[config.mk]
export PLATFORM = sky130hd
export DESIGN_NAME = sd_spi_command_transactor_flat
export DESIGN_NICKNAME = d
export VERILOG_FILES = /design/src/hw/rtl/sdct_pkg.sv /design/src/hw/rtl/sdct_if.sv /design/src/hw/rtl/sd_spi_command_transactor.sv /design/src/flat_wrapper.sv
export SDC_FILE = /design/constraint.sdc
export NUM_CORES = 1
export LEC_CHECK = 0
export ABC_CLOCK_PERIOD_IN_PS = 2700
export BUFFER_PORTS_ARGS = -buffer_cell sky130_fd_sc_hd__buf_2
export CORE_MARGIN = 2
export CORE_UTILIZATION = 45
export DETAILED_ROUTE_END_ITERATION = 10
export PLACE_DENSITY = 0.65
export SYNTH_ARGS = -nofsm -noshare
export SYNTH_HDL_FRONTEND = slang
export SYNTH_SLANG_ARGS = --single-unit
[constraint.sdc]
create_clock -name clk_i -period 2.7 [get_ports clk_i]
set_input_delay 0.405 -clock clk_i [delete_from_list [all_inputs] [get_ports clk_i]]
set_output_delay 0.405 -clock clk_i [all_outputs]
set_load 0.02 [all_outputs]
[src/hw/rtl/sdct_pkg.sv]
// shared types and constants for the sd spi command transactor
package sdct_pkg;

  localparam int unsigned CfgIdxW  = 1;
  localparam int unsigned CfgDataW = 12;

  localparam logic [CfgIdxW-1:0] CfgReadyPollLimit = 1'b0;
  localparam logic [CfgIdxW-1:0] CfgRespPollLimit  = 1'b1;

  localparam logic [11:0] ReadyLimitReset = 12'hFFF;
  localparam logic [7:0]  RespLimitReset  = 8'd10;

  localparam logic OpStart = 1'b0;
  localparam logic OpByte  = 1'b1;

  localparam logic [1:0] OutcomeResp    = 2'd0;
  localparam logic [1:0] OutcomeTimeout = 2'd1;
  localparam logic [1:0] OutcomeAppRej  = 2'd2;

  localparam logic [7:0] DummyByte   = 8'hFF;
  localparam logic [7:0] CmdStartBit = 8'h40;
  localparam logic [7:0] CrcCmd0     = 8'h95;
  localparam logic [7:0] CrcCmd8     = 8'h87;
  localparam logic [7:0] CrcDefault  = 8'h01;
  localparam logic [5:0] Cmd0        = 6'd0;
  localparam logic [5:0] Cmd8        = 6'd8;
  localparam logic [5:0] AppCmd      = 6'd55;

  typedef struct packed {
    logic        operation;
    logic [5:0]  command_index;
    logic        app_command;
    logic [31:0] argument;
    logic [7:0]  rx_byte;
  } req_t;

  typedef struct packed {
    logic       tx_valid;
    logic [7:0] tx_byte;
    logic       select_low;
    logic       done_res;
    logic [1:0] outcome;
    logic [7:0] response;
  } res_t;

endpackage

[src/hw/rtl/sdct_if.sv]
// valid/ready channels for requests and results

interface sdct_req_if;
  logic               valid;
  logic               ready;
  sdct_pkg::req_t     payload;

  modport source (output valid, output payload, input ready);
  modport sink   (input valid, input payload, output ready);
endinterface

interface sdct_res_if;
  logic               valid;
  logic               ready;
  sdct_pkg::res_t     payload;

  modport source (output valid, output payload, input ready);
  modport sink   (input valid, input payload, output ready);
endinterface

[src/hw/rtl/sd_spi_command_transactor.sv]
// Host side of one SD SPI-mode command: each request is one byte exchange on the
// serial link and yields one result (next byte to send, chip-select level, done
// status). A request is taken in every clock cycle while the result register is
// empty or its content is being taken in the same cycle; the result, computed by the
// phase state machine in a single pass, is registered and valid in the cycle after. The
// user must write poll limits via the cfg port only while no transaction is running; the block does not enforce it.
module sd_spi_command_transactor (
  input  logic                          clk_i,
  input  logic                          rst_ni,
  input  logic                          cfg_we_i,
  input  logic [sdct_pkg::CfgIdxW-1:0]  cfg_index_i,
  input  logic [sdct_pkg::CfgDataW-1:0] cfg_data_i,
  sdct_req_if.sink                      req,
  sdct_res_if.source                    res
);
  import sdct_pkg::*;

  localparam logic [2:0] PhIdleRel  = 3'd0;
  localparam logic [2:0] PhIdleSel  = 3'd1;
  localparam logic [2:0] PhDesel    = 3'd2;
  localparam logic [2:0] PhSelDummy = 3'd3;
  localparam logic [2:0] PhReady    = 3'd4;
  localparam logic [2:0] PhTimeout  = 3'd5;
  localparam logic [2:0] PhFrame    = 3'd6;
  localparam logic [2:0] PhResp     = 3'd7;

  logic [11:0] rdy_lim_q;
  logic [7:0]  rsp_lim_q;

  logic [2:0]  phase_q, phase_d;
  logic [11:0] poll_q, poll_d;
  logic [2:0]  fidx_q, fidx_d;
  logic [5:0]  cmd_q, cmd_d;
  logic [31:0] arg_q, arg_d;
  logic        prefix_q, prefix_d;
  logic [7:0]  last_q, last_d;

  res_t        out_q, out_d;
  logic        out_valid_q;
  logic        accept;

  logic [5:0]  frame_cmd;
  logic [31:0] frame_arg;
  logic [7:0]  frame_crc;

  function automatic logic [7:0] frame_sel(input logic [2:0] idx, input logic [5:0] cmd,
                                           input logic [31:0] arg, input logic [7:0] crc);
    logic [7:0] b;
    case (idx)
      3'd0:    b = CmdStartBit | {2'b00, cmd};
      3'd1:    b = arg[31:24];
      3'd2:    b = arg[23:16];
      3'd3:    b = arg[15:8];
      3'd4:    b = arg[7:0];
      default: b = crc;
    endcase
    return b;
  endfunction

  assign req.ready = !out_valid_q || res.ready;
  assign accept    = req.valid && req.ready;
  assign res.valid   = out_valid_q;
  assign res.payload = out_q;

  // the cmd55 prefix goes out with a zero argument
  assign frame_cmd = prefix_q ? AppCmd : cmd_q;
  assign frame_arg = prefix_q ? 32'd0 : arg_q;
  always_comb begin
    if (frame_cmd == Cmd0) begin
      frame_crc = CrcCmd0;
    end else if (frame_cmd == Cmd8) begin
      frame_crc = CrcCmd8;
    end else begin
      frame_crc = CrcDefault;
    end
  end

  always_comb begin
    phase_d  = phase_q;
    poll_d   = poll_q;
    fidx_d   = fidx_q;
    cmd_d    = cmd_q;
    arg_d    = arg_q;
    prefix_d = prefix_q;
    last_d   = last_q;
    out_d    = '{tx_valid: 1'b1, tx_byte: DummyByte, select_low: 1'b1, done_res: 1'b0,
                 outcome: OutcomeResp, response: 8'd0};

    if (req.payload.operation == OpStart) begin
      cmd_d    = req.payload.command_index;
      prefix_d = req.payload.app_command;
      arg_d    = req.payload.argument;
      last_d   = DummyByte;
      poll_d   = 12'd0;
      fidx_d   = 3'd0;
      phase_d  = PhDesel;
      out_d.select_low = 1'b0;
    end else begin
      case (phase_q)
        PhDesel: begin
          phase_d = PhSelDummy;
        end
        PhSelDummy: begin
          phase_d = PhReady;
          poll_d  = 12'd1;
        end
        PhReady: begin
          if (req.payload.rx_byte == DummyByte) begin
            phase_d = PhFrame;
            out_d.tx_byte = frame_sel(3'd0, frame_cmd, frame_arg, frame_crc);
            fidx_d  = 3'd1;
          end else if (poll_q >= rdy_lim_q) begin
            phase_d = PhTimeout;
            out_d.select_low = 1'b0;
          end else begin
            poll_d = poll_q + 12'd1;
          end
        end
        PhTimeout: begin
          phase_d  = PhIdleRel;
          prefix_d = 1'b0;
          out_d.tx_valid   = 1'b0;
          out_d.select_low = 1'b0;
          out_d.done_res   = 1'b1;
          out_d.outcome    = OutcomeTimeout;
          out_d.response   = last_q;
        end
        PhFrame: begin
          if (fidx_q <= 3'd5) begin
            out_d.tx_byte = frame_sel(fidx_q, frame_cmd, frame_arg, frame_crc);
            fidx_d = fidx_q + 3'd1;
          end else begin
            phase_d = PhResp;
            poll_d  = 12'd1;
          end
        end
        PhResp: begin
          if (req.payload.rx_byte[7] && (poll_q < {4'd0, rsp_lim_q})) begin
            poll_d = poll_q + 12'd1;
          end else begin
            last_d = req.payload.rx_byte;
            if (prefix_q) begin
              prefix_d = 1'b0;
              if (req.payload.rx_byte > 8'd1) begin
                phase_d = PhIdleSel;
                out_d.tx_valid = 1'b0;
                out_d.done_res = 1'b1;
                out_d.outcome  = OutcomeAppRej;
                out_d.response = req.payload.rx_byte;
              end else begin
                // prefix accepted, rerun the sequence for the real command
                phase_d = PhDesel;
                poll_d  = 12'd0;
                fidx_d  = 3'd0;
                out_d.select_low = 1'b0;
              end
            end else begin
              phase_d = PhIdleSel;
              out_d.tx_valid = 1'b0;
              out_d.done_res = 1'b1;
              out_d.response = req.payload.rx_byte;
            end
          end
        end
        PhIdleSel: begin
          out_d.tx_valid = 1'b0;
        end
        default: begin
          phase_d = PhIdleRel;
          out_d.tx_valid   = 1'b0;
          out_d.select_low = 1'b0;
        end
      endcase
    end
  end

  always_ff @(posedge clk_i or negedge rst_ni) begin
    if (!rst_ni) begin
      rdy_lim_q <= ReadyLimitReset;
      rsp_lim_q <= RespLimitReset;
    end else if (cfg_we_i) begin
      case (cfg_index_i)
        CfgReadyPollLimit: rdy_lim_q <= cfg_data_i[11:0];
        CfgRespPollLimit:  rsp_lim_q <= cfg_data_i[7:0];
        default: ;
      endcase
    end
  end

  always_ff @(posedge clk_i or negedge rst_ni) begin
    if (!rst_ni) begin
      phase_q     <= PhIdleRel;
      poll_q      <= 12'd0;
      fidx_q      <= 3'd0;
      cmd_q       <= 6'd0;
      arg_q       <= 32'd0;
      prefix_q    <= 1'b0;
      last_q      <= DummyByte;
      out_valid_q <= 1'b0;
    end else begin
      if (accept) begin
        phase_q  <= phase_d;
        poll_q   <= poll_d;
        fidx_q   <= fidx_d;
        cmd_q    <= cmd_d;
        arg_q    <= arg_d;
        prefix_q <= prefix_d;
        last_q   <= last_d;
        out_valid_q <= 1'b1;
      end else if (res.ready) begin
        out_valid_q <= 1'b0;
      end
    end
  end

  always_ff @(posedge clk_i) begin
    if (accept) begin
      out_q <= out_d;
    end
  end

endmodule

[src/flat_wrapper.sv]
// flat-port wrapper written by rule: the top's interface ports become plain ports
module sd_spi_command_transactor_flat import sdct_pkg::*;
  (clk_i, rst_ni, cfg_we_i, cfg_index_i, cfg_data_i, req_valid, req_payload, req_ready, res_valid, res_payload, res_ready);
  sdct_req_if req_i ();
  sdct_res_if res_i ();
  input  logic clk_i;
  input  logic rst_ni;
  input  logic cfg_we_i;
  input  logic [sdct_pkg::CfgIdxW-1:0] cfg_index_i;
  input  logic [sdct_pkg::CfgDataW-1:0] cfg_data_i;
  input wire logic [$bits(req_i.valid)-1:0] req_valid;
  input wire logic [$bits(req_i.payload)-1:0] req_payload;
  output wire logic [$bits(req_i.ready)-1:0] req_ready;
  output wire logic [$bits(res_i.valid)-1:0] res_valid;
  output wire logic [$bits(res_i.payload)-1:0] res_payload;
  input wire logic [$bits(res_i.ready)-1:0] res_ready;
  assign req_i.valid = req_valid;
  assign req_i.payload = req_payload;
  assign req_ready = req_i.ready;
  assign res_valid = res_i.valid;
  assign res_payload = res_i.payload;
  assign res_i.ready = res_ready;
  sd_spi_command_transactor u_core (.clk_i(clk_i), .rst_ni(rst_ni), .cfg_we_i(cfg_we_i), .cfg_index_i(cfg_index_i), .cfg_data_i(cfg_data_i), .req(req_i), .res(res_i));
endmodule
Word level (Yosys, flattened, before mapping)
Index checks and enable logic that the tools add are counted.

storage, ports and cells
  register bits after elaboration = 107
  input port bits = 66
  output and inout port bits = 23

operators by class
  $add $sub $neg = 2
  magnitude comparators = 4
  eq/ne operators = 30
  mux-type cells = 54
  bitwise operators = 2
  reduce and logical (&&, ||, !) cells = 17

operator list
  kind                                                                             number
  12-bit two-way mux                                                               8
  8-bit two-way mux                                                                8
  12-bit case mux with 4 select lines                                              1
  8-bit case mux with 5 select lines                                               1
  3-bit two-way mux                                                                11
  32-bit two-way mux                                                               1
  11-bit case mux with 2 select lines                                              1
  3-bit case mux with 6 select lines                                               1
  8-bit case mux with 2 select lines                                               1
  3-bit equality test, second input constant                                       5
  3-bit != test, second input constant                                             5
  7-bit AND reduction                                                              2
  12-bit by 1-bit adder with 12-bit output, second input constant                  1
  3-bit by 2-bit equality test with 1-bit output, second input constant            4
  12-bit greater-or-equal comparator                                               1
  12-bit by 8-bit less-than comparator with 1-bit output                           1
  1-bit two-way mux                                                                12
  11-bit two-way mux                                                               1
  3-bit by 2-bit != test with 1-bit output, second input constant                  3
  3-bit case mux with 3 select lines                                               1
  8-bit equality test, second input constant                                       1
  8-bit by 1-bit greater-than comparator with 1-bit output, second input constant  1
  4-bit by 2-bit != test with 1-bit output, second input constant                  2
  4-bit OR reduction                                                               2
  24 further kinds                                                                 34

Logic depth before layout (Yosys ltp)
  word-level depth = 7
  gate-level depth with buffers = 10
  mapped depth without buffers = 8

Worst setup path before layout
No wires, ideal clock.

  kind = reg-to-reg
  start = register u_core.out_valid_q (netlist: u_core.res.valid)
  end = register u_core.poll_q[3]
  library setup time = 121 ps
  arrival = 2,273 ps
  data required time = 2,579 ps
  slack = 306 ps
  stages on the path, launching flop included = 9
  path buffers = 1
  cells stage by stage = dfrtp_1 > nand2b_1 > nand2_1 > inv_1 > nand2_1 > a31oi_4 > buf_6 > o211ai_1 > a22o_1

between the ends
  longest elaborated chain between the ends = 4

ends and longest elaborated chain
  element                        RTL line                          text
  start: declaration             sd_spi_command_transactor.sv:39   logic out_valid_q;
  start signal: assignment       sd_spi_command_transactor.sv:199  out_valid_q <= 1'b0;
  start signal: assignment       sd_spi_command_transactor.sv:209  out_valid_q <= 1'b1;
  start signal: assignment       sd_spi_command_transactor.sv:211  out_valid_q <= 1'b0;
  1-bit logical NOT              sd_spi_command_transactor.sv:60   assign req.ready = !out_valid_q || res.ready;
  1-bit logical OR               sd_spi_command_transactor.sv:60
  via req_ready                  flat_wrapper.sv:13                output wire logic [$bits(req_i.ready)-1:0] req_ready;
  1-bit logical AND              sd_spi_command_transactor.sv:61   assign accept = req.valid && req.ready;
  via u_core.accept              sd_spi_command_transactor.sv:40   logic accept;
  7-bit AND reduction (no line)  --
  end signal: assignment         sd_spi_command_transactor.sv:203  poll_q <= poll_d;
  end: declaration               sd_spi_command_transactor.sv:31   logic [11:0] poll_q, poll_d;

The timed path passes the listed nets, and every way through them passes these cells.
A chain may end at the register's enable or synchronous reset.

Final worst setup path
  start = register u_core.poll_q[6]
  end = register u_core.poll_q[6]

between the ends
  longest elaborated chain between the ends = 5
  elaborated cells between the ends (all ways) = 13
  classes of those cells = 1 x add/sub; 2 x order compare; 3 x eq/ne; 5 x mux; 2 x reduce/logical

ends and longest elaborated chain
  element                                                                                                             RTL line                                                                                              text
  12-bit by 1-bit adder with 12-bit output or 12-bit by 8-bit less-than comparator with 1-bit output (tied branches)  sd_spi_command_transactor.sv:116, sd_spi_command_transactor.sv:139, sd_spi_command_transactor.sv:138
  12-bit two-way mux or 1-bit logical AND (tied branches)                                                             sd_spi_command_transactor.sv:112, sd_spi_command_transactor.sv:138
  12-bit two-way mux, on equally long branches                                                                        sd_spi_command_transactor.sv:108, sd_spi_command_transactor.sv:138
  12-bit case mux with 4 select lines                                                                                 sd_spi_command_transactor.sv:99                                                                       case (phase_q)
  12-bit two-way mux                                                                                                  sd_spi_command_transactor.sv:89                                                                       if (req.payload.operation == OpStart) begin

Several ways; a longest one is shown, not always the timed one. The select of a mux whose other input is x is not followed.

==> results by group <==
Clock network
  – Clock Sinks: 107
  – Inserted Clock Buffers: 9
  – CTS tree: built
  – Worst skew pair latency: 0.36 ns
  – Clock Tree Buf Depth: 2
  – Clock Tree Root: clkbuf_16
  – H-Tree Depth: 3
  – # Post-CTS Setup Buffers: 0
  – Worst-path clk slew: 0.07 ns

STA
  – Endpoints failing setup: 0
  – Max-slew violation count: 0
  – Period minus WS final: 2.51 ns
  – Fin worst setup slack: 0.192 ns
  – Slew @ Worst Pin: 0.608 ns
  – Fin. Hold Viols: 0
  – Layout Skew: 0.00748 ns
  – Crit share post-route: 92.9%
  – Setup tns final: 0 ns
  – Hold WS: 0.0451 ns
  – Slew headroom: 59.5%
  – Fmax: 399 MHz
  – RSZ-0062 raised after global routing: false

Global routing
  – Vias in the first global route: 4436
  – Initial antenna violation count: 0
  – First-pass GRT wire length: 21.8 mm
  – Maximum number of pins on one net before global-route repair: 42
  – GRT Total Usage: 20.8%
  – Congestion Overflow GR: 0

Yosys
  – Cell Area, Synth: 5650 sq um
  – Distinct cell type count after synthesis: 56
  – Post-synthesis sequential area ratio: 49.7%
  – Syn Inst Count: 589
  – Most used DFF post-synth: dfrtp_1
  – EDFF count, synth: 21
  – Synth Net Count: 680
  – Synthesis-stage register bit count: 107
  – Syn_area_per_cell: 9.59 sq um
  – Post-synth top area share: 28.3%
  – Async set-or-reset flop fraction in the synthesized netlist: 80.4%
  – Syn. warnings: 0
  – Synth area leaders: dfrtp_1 28%, edfxtp_1 11%, dfstp_2 10%
  – Cell taking the most area after synthesis: dfrtp_1

Detailed routing
  – Routed WL: 13.1 mm
  – Vias per cell: 5.35
  – Total number of vias: 4517
  – Iter 0 DRT Violations: 282
  – Router iterations before antenna repair: 5
  – Average wire per standard cell: 15.5 um
  – ANT nets after route: 0
  – # DRC: 0

Power
  – VDD IR max: 0.262 mV
  – Pwr/cell area: 700 nW/um^2
  – Static Leak: 3.07 nW
  – Total power: 0.00463 W

Die
  – Total Die Area: 13500 sq um
  – Initial Util: 46.7%
  – FP Rows: 40
  – Die W: 116 um
  – IO Count: 89
  – Core Area: 12100 sq um
  – Die Y: 116 um

Min path
  – Hold Path Class: in -> async

Critical path
  – Critical Path AT: 2.75 ns
  – Critical Path Sink Type: register
  – Required @ worst endpoint: 2.94 ns
  – Crit Path Max Fanout: 12
  – CP Launch Type: register
  – Crit path kind: reg -> reg

Placement
  – Dpl ws: 0.227 ns
  – Final HPWL DP: 9.68 mm
  – Final GP Congestion: 0.879
  – Port Buffers: 88

Final layout
  – Antenna diode instance count: 0
  – Share of cells above drive strength 1: 24.0%
  – Syn-to-layout area delta: 17.1%
  – Fin nets: 762
  – Fill cells: 1120

Flow run
  – Maxcap violations: 0

Status
  – Status: finished, final reports clean
-- layout make-up --
class,count,area [sq um],share of cell area [%]
repair buffers,102,561,8.47
clock inverters,5,48.8,0.738
flip-flops and latches,107,2810,42.5
inverters,28,105,1.59
clock buffers,11,264,3.99
multi-input cells,423,2620,39.5
well taps,168,210,3.18
-- cell usage after synthesis, types with 5 or more instances --
cell type / n
nand2b_1: 7
a21oi_1: 11
a31oi_1: 5
inv_1: 28
o21ai_0: 34
and3_1: 10
clkbuf_1: 27
mux2_2: 9
nand3_1: 10
dfrtp_1: 64
o211ai_1: 15
dfstp_2: 22
nor2_1: 26
ha_1: 25
nand2_1: 154
a22oi_1: 17
mux2i_1: 10
a22o_1: 13
edfxtp_1: 21
nor2b_1: 13
-- cells in the final DEF, fill, tap and decap left out, types with 3 or more instances in the layout --
master and instances:
o211ai_1 15, nor2b_1 13, nand2_1 154, clkbuf_16 10, nor3_1 3, and3_1 10, ha_1 25, o21ai_0 34
o21a_1 4, a21oi_1 11, a22o_1 13, inv_1 28, clkinv_2 3, nand4_1 4, buf_4 14, and4_1 3
nand2b_1 7, buf_2 87, a31oi_1 5, dfrtp_1 64, nor3_4 3, edfxtp_1 21, nor4_1 3, dfstp_2 22
mux2_2 9, nand3_1 10, nor2_1 25, o21ai_1 4, a22oi_1 17, a222oi_1 3, mux2i_1 10, o31ai_1 4
-- timing repair --
item,in CTS,in global routing
setup endpoints to repair,0,1
hold buffers,0,0
resized for setup,0,1
-- kinds of logic after synthesis --
kind of cell,share of synthesized area [%]
buffers and inverters,4.12
adder cells (fa/ha/maj),5.54
multiplexers,3.96
AO/OA/AOI/OAI,17.1
AND/OR/NAND/NOR,19.5
flip-flops,49.7
-- worst max-delay path, cell delays in order, from the launching register on --
cell      delay, ns
dfrtp_1        0.48
ha_1           0.33
and4_1         0.18
o21ai_1        0.13
o211a_4        0.33
a21oi_2        0.51
o211ai_1       0.18
a22o_1         0.26
-- final timing paths --
path / startpoint / end / slack [ns] / cells after the start
worst max-delay path: u_core.poll_q[6]$_DFFE_PN0P_ / u_core.poll_q[6]$_DFFE_PN0P_ / 0.19 / 7
worst min-delay path: rst_ni / u_core.prefix_q$_DFFE_PN0P_ / 0.05 / 1
worst max register to register: u_core.poll_q[6]$_DFFE_PN0P_ / u_core.poll_q[6]$_DFFE_PN0P_ / 0.19 / 7
worst min register to register: u_core.arg_q[10]$_DFFE_PN0P_ / u_core.arg_q[10]$_DFFE_PN0P_ / 0.48 / 2
max in group asynchronous: rst_ni / u_core.cmd_q[4]$_DFFE_PN0P_ / 1.95 / 2
min in group clk_i: req_payload[32] / u_core.arg_q[24]$_DFFE_PN0P_ / 0.24 / 3
-- routing by layer --
layer	GRT usage, %	vias up	share of wire, %
met4	7.54	0	1.4
met5	0	-	0
met1	27.5	2133	44
met3	3.45	14	5.2
li1	-	2233	-
met2	34.6	137	49
-- state kept, by name, summed over array words and instances, names as in the netlist --
register	cells
u_core.res.valid	1
u_core.arg_q	32
u_core.rsp_lim_q	8
u_core.res.payload	21
u_core.rdy_lim_q	12
u_core.prefix_q	1
u_core.last_q	8
u_core.cmd_q	6
u_core.poll_q	12
u_core.fidx_q	3
u_core.phase_q	3
-- metrics by stage --
| stage | utilization, % | instance area, sq um | std cells |
|---|---|---|---|
| 3_3_place_gp | 52.0 | 6300 | 828 |
| 4_1_cts | 54.6 | 6610 | 844 |
| 3_5_place_dp | 52.0 | 6300 | 828 |
| 2_1_floorplan | - | 5650 | 589 |
| 6_report | 54.6 | 6620 | 844 |
| 5_1_grt | 54.6 | 6620 | 844 |
-- report_power, final --
| part | leakage [nW] | total, W | internal [W] | switching (W) |
|---|---|---|---|---|
| sequential | 1.22 | 0.00207 | 0.00190 | 0.000169 |
| clock | 0.158 | 0.00137 | 0.000793 | 0.000579 |
| combinational | 1.69 | 0.00119 | 0.000463 | 0.000731 |
| total | 3.07 | 0.00463 | 0.00315 | 0.00148 |
(Power assumes the default switching activity.)
